--- src/sv/avba_pkg.sv ---
// Shared types, codes and defaults of the aligned vector block allocator.
package avba_pkg;

    // Default configuration
    localparam int VECTOR_COUNT_DEF = 256;
    localparam int RANGE_FIRST_DEF  = 32;
    localparam int RANGE_LAST_DEF   = 239;
    localparam int MAX_BLOCK_DEF    = 32;

    // Width of the base/bound arithmetic: vector plus count plus carry
    localparam int SUM_W = 11;

    // Request codes
    localparam logic [1:0] OP_ALLOC_ONE   = 2'd0;
    localparam logic [1:0] OP_ALLOC_BLOCK = 2'd1;
    localparam logic [1:0] OP_FREE_ONE    = 2'd2;
    localparam logic [1:0] OP_FREE_RANGE  = 2'd3;

    // Status codes
    localparam logic [1:0] ST_OK        = 2'd0;
    localparam logic [1:0] ST_INVALID   = 2'd1;
    localparam logic [1:0] ST_EXHAUSTED = 2'd2;

    // Sequencer states
    typedef enum logic [4:0] {
        S_IDLE  = 5'b00001,
        S_READ  = 5'b00010,
        S_CHECK = 5'b00100,
        S_MARK  = 5'b01000,
        S_DONE  = 5'b10000
    } t_state;

    // Access to the in-use map
    typedef struct packed {
        logic       rd;
        logic       wr;
        logic       wdata;
        logic [7:0] addr;
    } t_map_req;

endpackage

--- src/sv/avba_map.sv ---
// In-use bitmap memory with per-entry valid bits; an unwritten entry reads as free.
module avba_map #(
    parameter int VECTOR_COUNT = avba_pkg::VECTOR_COUNT_DEF
) (
    input  logic               i_clk,
    input  logic               i_rst_n,
    input  avba_pkg::t_map_req i_req,
    output logic               o_used
);
    import avba_pkg::*;

    localparam int AW = $clog2(VECTOR_COUNT);

    logic            r_mem [VECTOR_COUNT];
    logic [VECTOR_COUNT-1:0] r_vld;
    logic            r_rd_mem;
    logic            r_rd_vld;
    logic [AW-1:0]   w_addr;

    assign w_addr = i_req.addr[AW-1:0];

    // Write the bit store
    always_ff @(posedge i_clk) begin
        if (i_req.wr) begin
            r_mem[w_addr] <= i_req.wdata;
        end
    end

    // Mark entries as written; reset makes every entry read as its reset value
    always_ff @(posedge i_clk) begin
        if (!i_rst_n) begin
            r_vld <= '0;
        end else if (i_req.wr) begin
            r_vld[w_addr] <= 1'b1;
        end
    end

    // Register the read data
    always_ff @(posedge i_clk) begin
        if (i_req.rd) begin
            r_rd_mem <= r_mem[w_addr];
            r_rd_vld <= r_vld[w_addr];
        end
    end

    // Only entries inside the dynamic range are ever read; their reset value is free
    assign o_used = r_rd_vld & r_rd_mem;

endmodule

--- src/sv/aligned_vector_block_allocator.sv ---
// Top level of the aligned interrupt vector block allocator.
//
//  channel  direction  handshake                  payload
//  request  in         i_in_valid / o_in_stall    i_op, i_count, i_vector
//  result   out        o_out_valid / i_out_stall  o_status, o_granted
//
// Allocations probe one vector at a time through the single map port
// (read, then check), then mark the block vector by vector. Frees mark
// their run the same way without probing; rejected requests go straight to done.
// Reset clears the map valid bits together; there is no clearing pass.
// A result waits in the output register under i_out_stall while the next
// request is already accepted and served.
module aligned_vector_block_allocator #(
    parameter int VECTOR_COUNT = avba_pkg::VECTOR_COUNT_DEF,
    parameter int RANGE_FIRST  = avba_pkg::RANGE_FIRST_DEF,
    parameter int RANGE_LAST   = avba_pkg::RANGE_LAST_DEF,
    parameter int MAX_BLOCK    = avba_pkg::MAX_BLOCK_DEF
) (
    input  logic       i_clk,
    input  logic       i_rst_n,
    input  logic       i_in_valid,
    output logic       o_in_stall,
    input  logic [1:0] i_op,
    input  logic [8:0] i_count,
    input  logic [7:0] i_vector,
    output logic       o_out_valid,
    input  logic       i_out_stall,
    output logic [1:0] o_status,
    output logic [7:0] o_granted
);
    import avba_pkg::*;

    localparam int TOP = (RANGE_LAST < VECTOR_COUNT - 1) ? RANGE_LAST : VECTOR_COUNT - 1;
    localparam bit RANGE_EMPTY = (RANGE_FIRST > TOP);
    localparam logic [SUM_W-1:0] LIMIT   = SUM_W'(TOP + 1);
    localparam logic [SUM_W-1:0] FIRST_W = SUM_W'(RANGE_FIRST);
    localparam logic [8:0]       MAX_W   = 9'(MAX_BLOCK);

    t_state           r_state, n_state;
    logic [SUM_W-1:0] r_base,  n_base;
    logic [8:0]       r_len,   n_len;
    logic [7:0]       r_k,     n_k;
    logic             r_wbit,  n_wbit;
    logic [1:0]       r_res_status,  n_res_status;
    logic [7:0]       r_res_granted, n_res_granted;
    logic             r_out_valid;
    logic [1:0]       r_status;
    logic [7:0]       r_granted;

    t_map_req         w_req;
    logic             w_used;
    logic             w_accept;
    logic             w_load;
    logic             w_last;
    logic [SUM_W-1:0] w_addr_sum;
    logic [SUM_W-1:0] w_cnt;
    logic [SUM_W-1:0] w_vec;
    logic [SUM_W-1:0] w_alen;
    logic [SUM_W-1:0] w_abase;
    logic [SUM_W-1:0] w_len;
    logic [SUM_W-1:0] w_next_base;
    logic [8:0]       w_alloc_len;
    logic             w_bad_block;

    assign w_accept = i_in_valid && (r_state == S_IDLE);
    assign w_load   = (r_state == S_DONE) && (!r_out_valid || !i_out_stall);
    assign o_in_stall = (r_state != S_IDLE);

    // Request decode: allocate one is a block of one, free one a run of one
    assign w_cnt       = {2'b00, i_count};
    assign w_vec       = {3'b000, i_vector};
    assign w_alloc_len = (i_op == OP_ALLOC_ONE) ? 9'd1 : i_count;
    assign w_alen      = {2'b00, w_alloc_len};
    assign w_bad_block = (i_count == 9'd0) || ((i_count & (i_count - 9'd1)) != 9'd0) ||
                         (i_count > MAX_W);
    assign w_abase     = (FIRST_W + w_alen - SUM_W'(1)) & ~(w_alen - SUM_W'(1));

    // Walk position in the current run
    assign w_len       = {2'b00, r_len};
    assign w_addr_sum  = r_base + {3'b000, r_k};
    assign w_last      = ({1'b0, r_k} == (r_len - 9'd1));
    assign w_next_base = r_base + w_len;

    // Map port
    always_comb begin
        w_req.rd    = (r_state == S_READ);
        w_req.wr    = (r_state == S_MARK);
        w_req.wdata = r_wbit;
        w_req.addr  = w_addr_sum[7:0];
    end

    avba_map #(
        .VECTOR_COUNT (VECTOR_COUNT)
    ) u_map (
        .i_clk   (i_clk),
        .i_rst_n (i_rst_n),
        .i_req   (w_req),
        .o_used  (w_used)
    );

    // Sequencer
    always_comb begin
        n_state       = r_state;
        n_base        = r_base;
        n_len         = r_len;
        n_k           = r_k;
        n_wbit        = r_wbit;
        n_res_status  = r_res_status;
        n_res_granted = r_res_granted;
        case (r_state)
            S_IDLE: begin
                if (w_accept) begin
                    n_k           = 8'd0;
                    n_res_status  = ST_OK;
                    n_res_granted = 8'd0;
                    n_state       = S_DONE;
                    if (i_op == OP_ALLOC_ONE || i_op == OP_ALLOC_BLOCK) begin
                        n_len  = w_alloc_len;
                        n_base = w_abase;
                        n_wbit = 1'b1;
                        if (i_op == OP_ALLOC_BLOCK && w_bad_block) begin
                            n_res_status = ST_INVALID;
                        end else if (RANGE_EMPTY || (w_abase + w_alen > LIMIT)) begin
                            n_res_status = ST_EXHAUSTED;
                        end else begin
                            n_state = S_READ;
                        end
                    end else begin
                        n_len  = (i_op == OP_FREE_ONE) ? 9'd1 : i_count;
                        n_base = w_vec;
                        n_wbit = 1'b0;
                        if (RANGE_EMPTY || (i_op == OP_FREE_RANGE && i_count == 9'd0) ||
                            (w_vec < FIRST_W) ||
                            (w_vec + ((i_op == OP_FREE_ONE) ? SUM_W'(1) : w_cnt) > LIMIT)) begin
                            n_res_status = ST_INVALID;
                        end else begin
                            n_state = S_MARK;
                        end
                    end
                end
            end
            S_READ: begin
                n_state = S_CHECK;
            end
            S_CHECK: begin
                if (w_used) begin
                    // Skip to the next aligned candidate or give up
                    n_k = 8'd0;
                    if (w_next_base + w_len > LIMIT) begin
                        n_res_status = ST_EXHAUSTED;
                        n_state      = S_DONE;
                    end else begin
                        n_base  = w_next_base;
                        n_state = S_READ;
                    end
                end else if (w_last) begin
                    n_k           = 8'd0;
                    n_res_granted = r_base[7:0];
                    n_state       = S_MARK;
                end else begin
                    n_k     = r_k + 8'd1;
                    n_state = S_READ;
                end
            end
            S_MARK: begin
                if (w_last) begin
                    n_state = S_DONE;
                end else begin
                    n_k = r_k + 8'd1;
                end
            end
            S_DONE: begin
                if (w_load) begin
                    n_state = S_IDLE;
                end
            end
            default: begin
                n_state = S_IDLE;
            end
        endcase
    end

    // Hold sequencer state
    always_ff @(posedge i_clk) begin
        if (!i_rst_n) begin
            r_state <= S_IDLE;
        end else begin
            r_state <= n_state;
        end
    end

    // Hold walk and pending result payload
    always_ff @(posedge i_clk) begin
        r_base        <= n_base;
        r_len         <= n_len;
        r_k           <= n_k;
        r_wbit        <= n_wbit;
        r_res_status  <= n_res_status;
        r_res_granted <= n_res_granted;
    end

    // Output register: load a finished result, drop it once transferred
    always_ff @(posedge i_clk) begin
        if (!i_rst_n) begin
            r_out_valid <= 1'b0;
        end else if (w_load) begin
            r_out_valid <= 1'b1;
        end else if (!i_out_stall) begin
            r_out_valid <= 1'b0;
        end
    end

    always_ff @(posedge i_clk) begin
        if (w_load) begin
            r_status  <= r_res_status;
            r_granted <= r_res_granted;
        end
    end

    assign o_out_valid = r_out_valid;
    assign o_status    = r_status;
    assign o_granted   = r_granted;

    // A failed or rejected request never reports a grant
    a_grant_zero: assert property (@(posedge i_clk) disable iff (!i_rst_n)
        (o_out_valid && o_status != ST_OK) |-> (o_granted == 8'd0))
        else $error("nonzero grant on failed request");

    // A check always follows the read that fetched its bit
    a_check_after_read: assert property (@(posedge i_clk) disable iff (!i_rst_n)
        (r_state == S_CHECK) |-> ($past(r_state) == S_READ))
        else $error("check without preceding map read");

    // Walk offset stays inside the run while marking
    a_mark_in_run: assert property (@(posedge i_clk) disable iff (!i_rst_n)
        (r_state == S_MARK) |-> ({1'b0, r_k} < r_len))
        else $error("mark offset beyond run");

endmodule

--- config.mk ---
export PLATFORM = sky130hd
export DESIGN_NAME = aligned_vector_block_allocator
export DESIGN_NICKNAME = d
export VERILOG_FILES = /design/src/sv/avba_pkg.sv /design/src/sv/avba_map.sv /design/src/sv/aligned_vector_block_allocator.sv
export SDC_FILE = /design/constraint.sdc
export NUM_CORES = 1
export LEC_CHECK = 0
export ABC_AREA = 1
export BUFFER_PORTS_ARGS = -buffer_cell sky130_fd_sc_hd__buf_4
export CORE_UTILIZATION = 65
export CTS_CLUSTER_DIAMETER = 100
export DETAILED_ROUTE_END_ITERATION = 8
export HOLD_SLACK_MARGIN = 0.12
export PLACE_DENSITY_LB_ADDON = 0.12
export SLEW_MARGIN = 20
export SYNTH_ARGS = -nofsm -noshare
export SYNTH_HDL_FRONTEND = slang
export SYNTH_HIERARCHICAL = 1
export SYNTH_SLANG_ARGS = --single-unit
--- constraint.sdc ---
create_clock -name i_clk -period 12.44 [get_ports i_clk]
set_clock_uncertainty 0.05 [all_clocks]
set_input_delay 0.622 -clock i_clk [delete_from_list [all_inputs] [get_ports i_clk]]
set_output_delay 0.622 -clock i_clk [all_outputs]
set_load 0.02 [all_outputs]
# Word-level counts from Yosys, hierarchy flattened
# Memory sizes are Yosys's and may differ from the RTL's. A register that Yosys moved wholly into a read port is not among the register bits.
# Index checks and enable logic that the tools add are counted.
# classes
eq_ne	20
muxes	45
n_addsub	11
n_bitwise	5
reduce_logical	24
n_lt_le_gt_ge	7
# ops
operator	count
bitwise OR 256 bit	1
2-to-1 mux 8 bit	6
2-to-1 mux 5 bit	9
2-to-1 mux 11 bit	4
2-to-1 mux 9 bit	4
adder 11 x 9 -> 11 bit	3
case mux 5 bit (5 select lines)	1
case mux 8 bit (3 select lines)	1
greater-than comparator 11 x 8 -> 1 bit, second input constant	2
case mux 11 bit (2 select lines)	1
subtractor 9 x 1 -> 9 bit, second input constant	2
!= test 2 bit, second input constant	8
case mux 8 bit (2 select lines)	1
2-to-1 mux 2 bit	6
AND reduction 4 bit	3
AND 11 bit	1
inverter 11 bit	1
subtractor 10 x 1 -> 11 bit, second input constant	1
adder 6 x 9 -> 10 bit, first input constant	1
adder 8 x 9 -> 10 bit	1
greater-than comparator 10 x 8 -> 1 bit, second input constant	1
subtractor 9 x 1 -> 10 bit, second input constant	1
AND 9 bit	1
equality test 8 x 9 -> 1 bit	1
other kinds (31)	51
# totals
in_bits	23
ramBits	256
out_inout_bits	12
reg_bits	312
mem_count	1
elab_cells	125
# mem_list
memory	words	word_bits	rd	rd_ports_with_merged_regs	write_ports	line	source
u_map.r_mem	256	1	1	1	1	avba_map.sv:14	logic r_mem [VECTOR_COUNT];

# Logic depth before layout (Yosys ltp)
# logic_depth
word_depth	12
depth_mapped	25
mapped_depth_nobuf	25

# Modules after synthesis
# The synthesis kept the hierarchy.
# modules_own_cells
mod	area_each_um2	n_inst	cells_per_inst	seq_area_each_um2
avba_map	22130.0	1	2837	12872.3
aligned_vector_block_allocator	4785.8	1	663	1591.5

# Worst setup path after synthesis
# Ideal clock, no wire load.
# synth_timing
path_type	register to register
start	reg r_wbit
end	mem u_map.r_mem[0] (data pin)
slack_ps	8344
t_required_ps	11573
arrival_time_ps	3228
stages_incl_launch_ff	1
setup_ps	817
period_less_slack_ps	4096
path_buffers	0
path_cell_list	edfxtp_1
# synth_rtl
element	line	source
start: declaration	aligned_vector_block_allocator.sv:43	logic r_wbit, n_wbit;
start signal: assignment	aligned_vector_block_allocator.sv:197	r_wbit <= n_wbit;
end: declaration	avba_map.sv:14	
# Straight into the memory's write port.

# Worst setup path in the final report
# layout_timing
start	reg r_k[0]
end	mem u_map.r_mem[154], enable pin
# layout_via
elab_chain_len	1
# layout_rtl
element	line	source
start: declaration	aligned_vector_block_allocator.sv:42	logic [7:0] r_k, n_k;
start signal: assignment	aligned_vector_block_allocator.sv:196	r_k <= n_k;
adder 8 bit	aligned_vector_block_allocator.sv:80	assign w_addr_sum = r_base + {3'b000, r_k};
named net w_addr_sum[1]	aligned_vector_block_allocator.sv:55	logic [SUM_W-1:0] w_addr_sum;
# The timed path passes the listed nets, and every way through them passes these cells.

==> results.txt <==
The flow ran to the end, and the final reports show no timing, DRC or antenna violations. From left edge to right edge, the die measures 205 µm. The run gives 115 µV as the worst ir drop on vdd. The worst setup path is of the flip-flop to flip-flop kind. Entering global routing, the biggest net connects 257 pins. The synthesized netlist devotes 2.22% of its cell area to compound gates. Setup repair after global routing left no endpoint under its margin. Number of warning messages in the yosys log: 6. The data arrival time of the critical path is 4.95 ns.

Detailed placement ended at an HPWL of 42.2 mm. At the end of routability-driven placement, the weighted congestion stood at 0.935. The area growth from synthesis to layout is 8.00%.

In this run the vertical extent of the chip is 205 µm. The clock-pin slew on the worst setup and hold paths works out to 0.06 ns. The run gives 0.0110 mm² as the area of combinational cells with multiple inputs. After Yosys synthesis, and, or, nand and nor cells account for 35.4% of the synthesized area.

The post-route clock period utilization was 37.7%; the final critical-path required period was 4.68 ns. The final route contains 22592 vias. The logs give 3566 for the synthesized netlist net count and 53.7% for the sequential-to-total area share from yosys stat. The switching part of the total works out to 36.8%. Worst hold-check path type: input port to flip-flop. For the first-pass iteration count of the detailed router, the log shows 6.

TritonCTS built the clock tree. The cell with the largest stage delay on the worst path was sky130_fd_sc_hd__nand3_2. Of all nets on the critical path, the largest fanout is 83.

Combinational cells account for 29.7% of the total power. In this run the power spent charging and discharging nets is 2010 µW. The run gives 48 as the count of unique library cells instantiated by Yosys. Xor and xnor area share after synthesis: 0.939%. The run gives 21849 as the number of global-route vias before repair. The most used flip-flop cell after synthesis is sky130_fd_sc_hd__edfxtp_1. Dominant delay contributor by cell family on the critical path: simple AND/OR/NAND/NOR gates. The layout filler cell count came out at 3283. Once the clock tree was built, the setup fixing pass inserted 0 buffers.

After global routing the overflow that remains totals 0. The max-slew violation total from the final report came out at 0. Hold timing on the final database bottoms out at a slack of 0.201 ns. The area of the core was 0.0408 mm².

Across the run, the number of max-cap violations was 0. The count of H-tree levels built during CTS was 2; the fraction of registers with async set/reset was 0%. The synthesized netlist occupies a cell area of 0.0269 mm². The final setup violation count was 0; the mux share of post-synthesis cell area was 0%.

The average cell area after synthesis came out at 7.69 µm². Buffers plus inverters on the worst setup path: 3. The die area came out at 0.0422 mm².

The clock root buffer was sky130_fd_sc_hd__clkbuf_16. For the pin with the worst max-slew slack, the measured transition is 1.13 ns. Counting along the longest clock path gives a buffer depth of 3.

The signal on the critical path passes through ha_4, inv_1, fa_1, inv_4, inv_2, nor2_4, nand3_2, nor2_1. For this design, the sink count on the clock tree is 569. After detailed routing, the number of remaining DRC violations is 0.

The sum of negative setup slack is 0 ns. The worst pin sits at a relative slew slack of 24.5%. The run gives 74 as the site row count. In this run, post-CTS hold repair placed 0 buffers. For the gate count of the mapped netlist, the log shows 3500. Post-CTS repair changed the size of 0 cells.

Buffers placed on the I/O ports in this run total 34. The worst setup path is captured at a flip-flop. The initial antenna violation count is 0. By area, the combinational part of the netlist is dominated by simple AND/OR/NAND/NOR gates. The leakage power is 0.0125 µW.

In this run, synthesis inferred 307 flip-flops with an integrated enable. The number of antenna diodes in the final layout is 0. The maximum single-stage delay on the critical path works out to 0.72 ns. Registers are responsible for 38.1% of the overall power.

Once the floorplan was initialized, standard cells occupied 65.9% of the core. The violation count after the first detailed-routing iteration is 2633, and the number of nets in the layout is 3517. Clock latency on the worst-skew pair, taken at its later pin, is 0.63 ns. The flip-flop and latch count after synthesis came out at 569.

The first-pass GRT wire length was 111 mm. The tools report the number of clock buffers inserted by TritonCTS as 57. The share of post-route cells with drive strength above 1 came out at 6.71%. The synthesized netlist devotes 2.11% of its cell area to adder and majority cells.

Type of origin of the critical path: a flip-flop. The overall fraction of global-route tracks in use came out at 33.4%. The sequential cells in the finished layout cover a total of 0.0145 mm². In this run the power density over the cells is 187 mW/mm². The number of nets still failing antenna checks after routing was 0; the routed wirelength normalized by instance count was 17.3 µm.

The run gives 12.70 ns as the worst path required time. The clock network is responsible for 32.2% of the overall power. The logs give 35 for the total I/O pin count and 0 for the number of failing hold endpoints at the final stage. The cell internal power dissipation was 3440 µW; the top achievable clock speed was 214 MHz. The final wirelength was 69.8 mm. After detailed routing, the number of vias per cell comes to 5.60.
[final timing paths]
path | start | to | slack (ns) | cells past startpoint
setup / recovery | r_k[0] | u_map/r_mem[154] | 7.76 | 8
hold / removal | i_rst_n | r_state[0] | 0.20 | 2
setup reg to reg | r_k[0] | u_map/r_mem[154] | 7.76 | 8
hold reg to reg | r_res_granted[7] | o_granted[7] | 0.36 | 0
[per-layer routing]
metal,GRT usage (%),up-vias,routed length [µm]
met5,0,-,0
met4,14.9,0,2730
met3,5.23,188,6100
met2,54.9,1017,32500
met1,43.6,10547,28400
li1,-,10840,-
[through the flow]
step	worst slack [ns]	instances	util (%)	instance area (µm²)	total power, µW
2_1_floorplan	8.34	3500	-	26900	3270
5_1_grt	7.66	4032	71.2	29100	5680
3_3_place_gp	8.07	3924	66.5	27200	3660
6_report	7.76	4032	71.2	29100	5450
4_1_cts	7.91	4032	71.2	29100	5420
3_5_place_dp	7.99	3924	66.5	27200	3680
[cell usage in the layout, fill, tap and decap left out, types with 8 or more instances in the layout]
master / count
sky130_fd_sc_hd__nand4_1: 14
sky130_fd_sc_hd__clkinv_1: 11
sky130_fd_sc_hd__xor2_1: 16
sky130_fd_sc_hd__edfxtp_1: 307
sky130_fd_sc_hd__clkbuf_1: 16
sky130_fd_sc_hd__nand2_1: 1353
sky130_fd_sc_hd__nor2_2: 49
sky130_fd_sc_hd__o21ai_1: 19
sky130_fd_sc_hd__ha_1: 38
sky130_fd_sc_hd__a21oi_1: 36
sky130_fd_sc_hd__o21ai_0: 40
sky130_fd_sc_hd__clkbuf_16: 59
sky130_fd_sc_hd__buf_4: 46
sky130_fd_sc_hd__dfxtp_1: 262
sky130_fd_sc_hd__inv_1: 141
sky130_fd_sc_hd__nand3_1: 114
sky130_fd_sc_hd__nor2_1: 851
sky130_fd_sc_hd__nor3_1: 8
sky130_fd_sc_hd__inv_2: 33
sky130_fd_sc_hd__xnor2_1: 11
[cell type report]
type / count / share of cell area (%)
Tap cell: 532 / 2.29
Multi-Input combinational cell: 2598 / 37.7
Sequential cell: 569 / 49.8
Clock buffer: 80 / 5.52
Clock inverter: 28 / 1.06
Inverter: 177 / 2.34
Timing Repair Buffer: 48 / 1.33
[logic make-up (layout without fill, tap and decap cells)]
kind of cell	after synthesis	count (layout)
adders and majority gates	43	43
buffers and inverters	333	333
DFF	569	569
AOI/OAI and AO/OA	111	111
and+or+nand+nor	2416	2416
xor gates and xnor gates	28	28
[power by group through the flow]
stage	registers, µW	logic [µW]	clock network [µW]
final	2080	1620	1750
after detailed placement	2110	1570	0
after global routing	2080	1760	1840
after floorplan	2130	1140	0
after global placement	2110	1550	0
after CTS	2070	1580	1770
[registers in the layout, indices dropped and copies added, names as in the netlist, 2 cells and up]
signal	count
u_map/r_mem	256
u_map/r_vld	256
r_base	11
r_len	9
o_granted	8
r_k	8
r_res_granted	8
r_state	5
o_status	2
r_res_status	2
[synth_stat cells (16+ instances only)]
cell                          n  area [µm²]
sky130_fd_sc_hd__xor2_1      16         140
sky130_fd_sc_hd__inv_2       34         128
sky130_fd_sc_hd__nor2_2      48         300
sky130_fd_sc_hd__edfxtp_1   307        9220
sky130_fd_sc_hd__nand3_1    114         571
sky130_fd_sc_hd__ha_1        39         488
sky130_fd_sc_hd__dfxtp_1    262        5250
sky130_fd_sc_hd__a21oi_1     36         180
sky130_fd_sc_hd__o21ai_1     19        95.1
sky130_fd_sc_hd__nor2_1     852        3200
sky130_fd_sc_hd__clkbuf_1    67         251
sky130_fd_sc_hd__buf_2       46         230
sky130_fd_sc_hd__inv_1      143         537
sky130_fd_sc_hd__o21ai_0     40         200
sky130_fd_sc_hd__buf_6       24         270
sky130_fd_sc_hd__nand2_1   1353        5080
(Power assumes the default switching activity.)
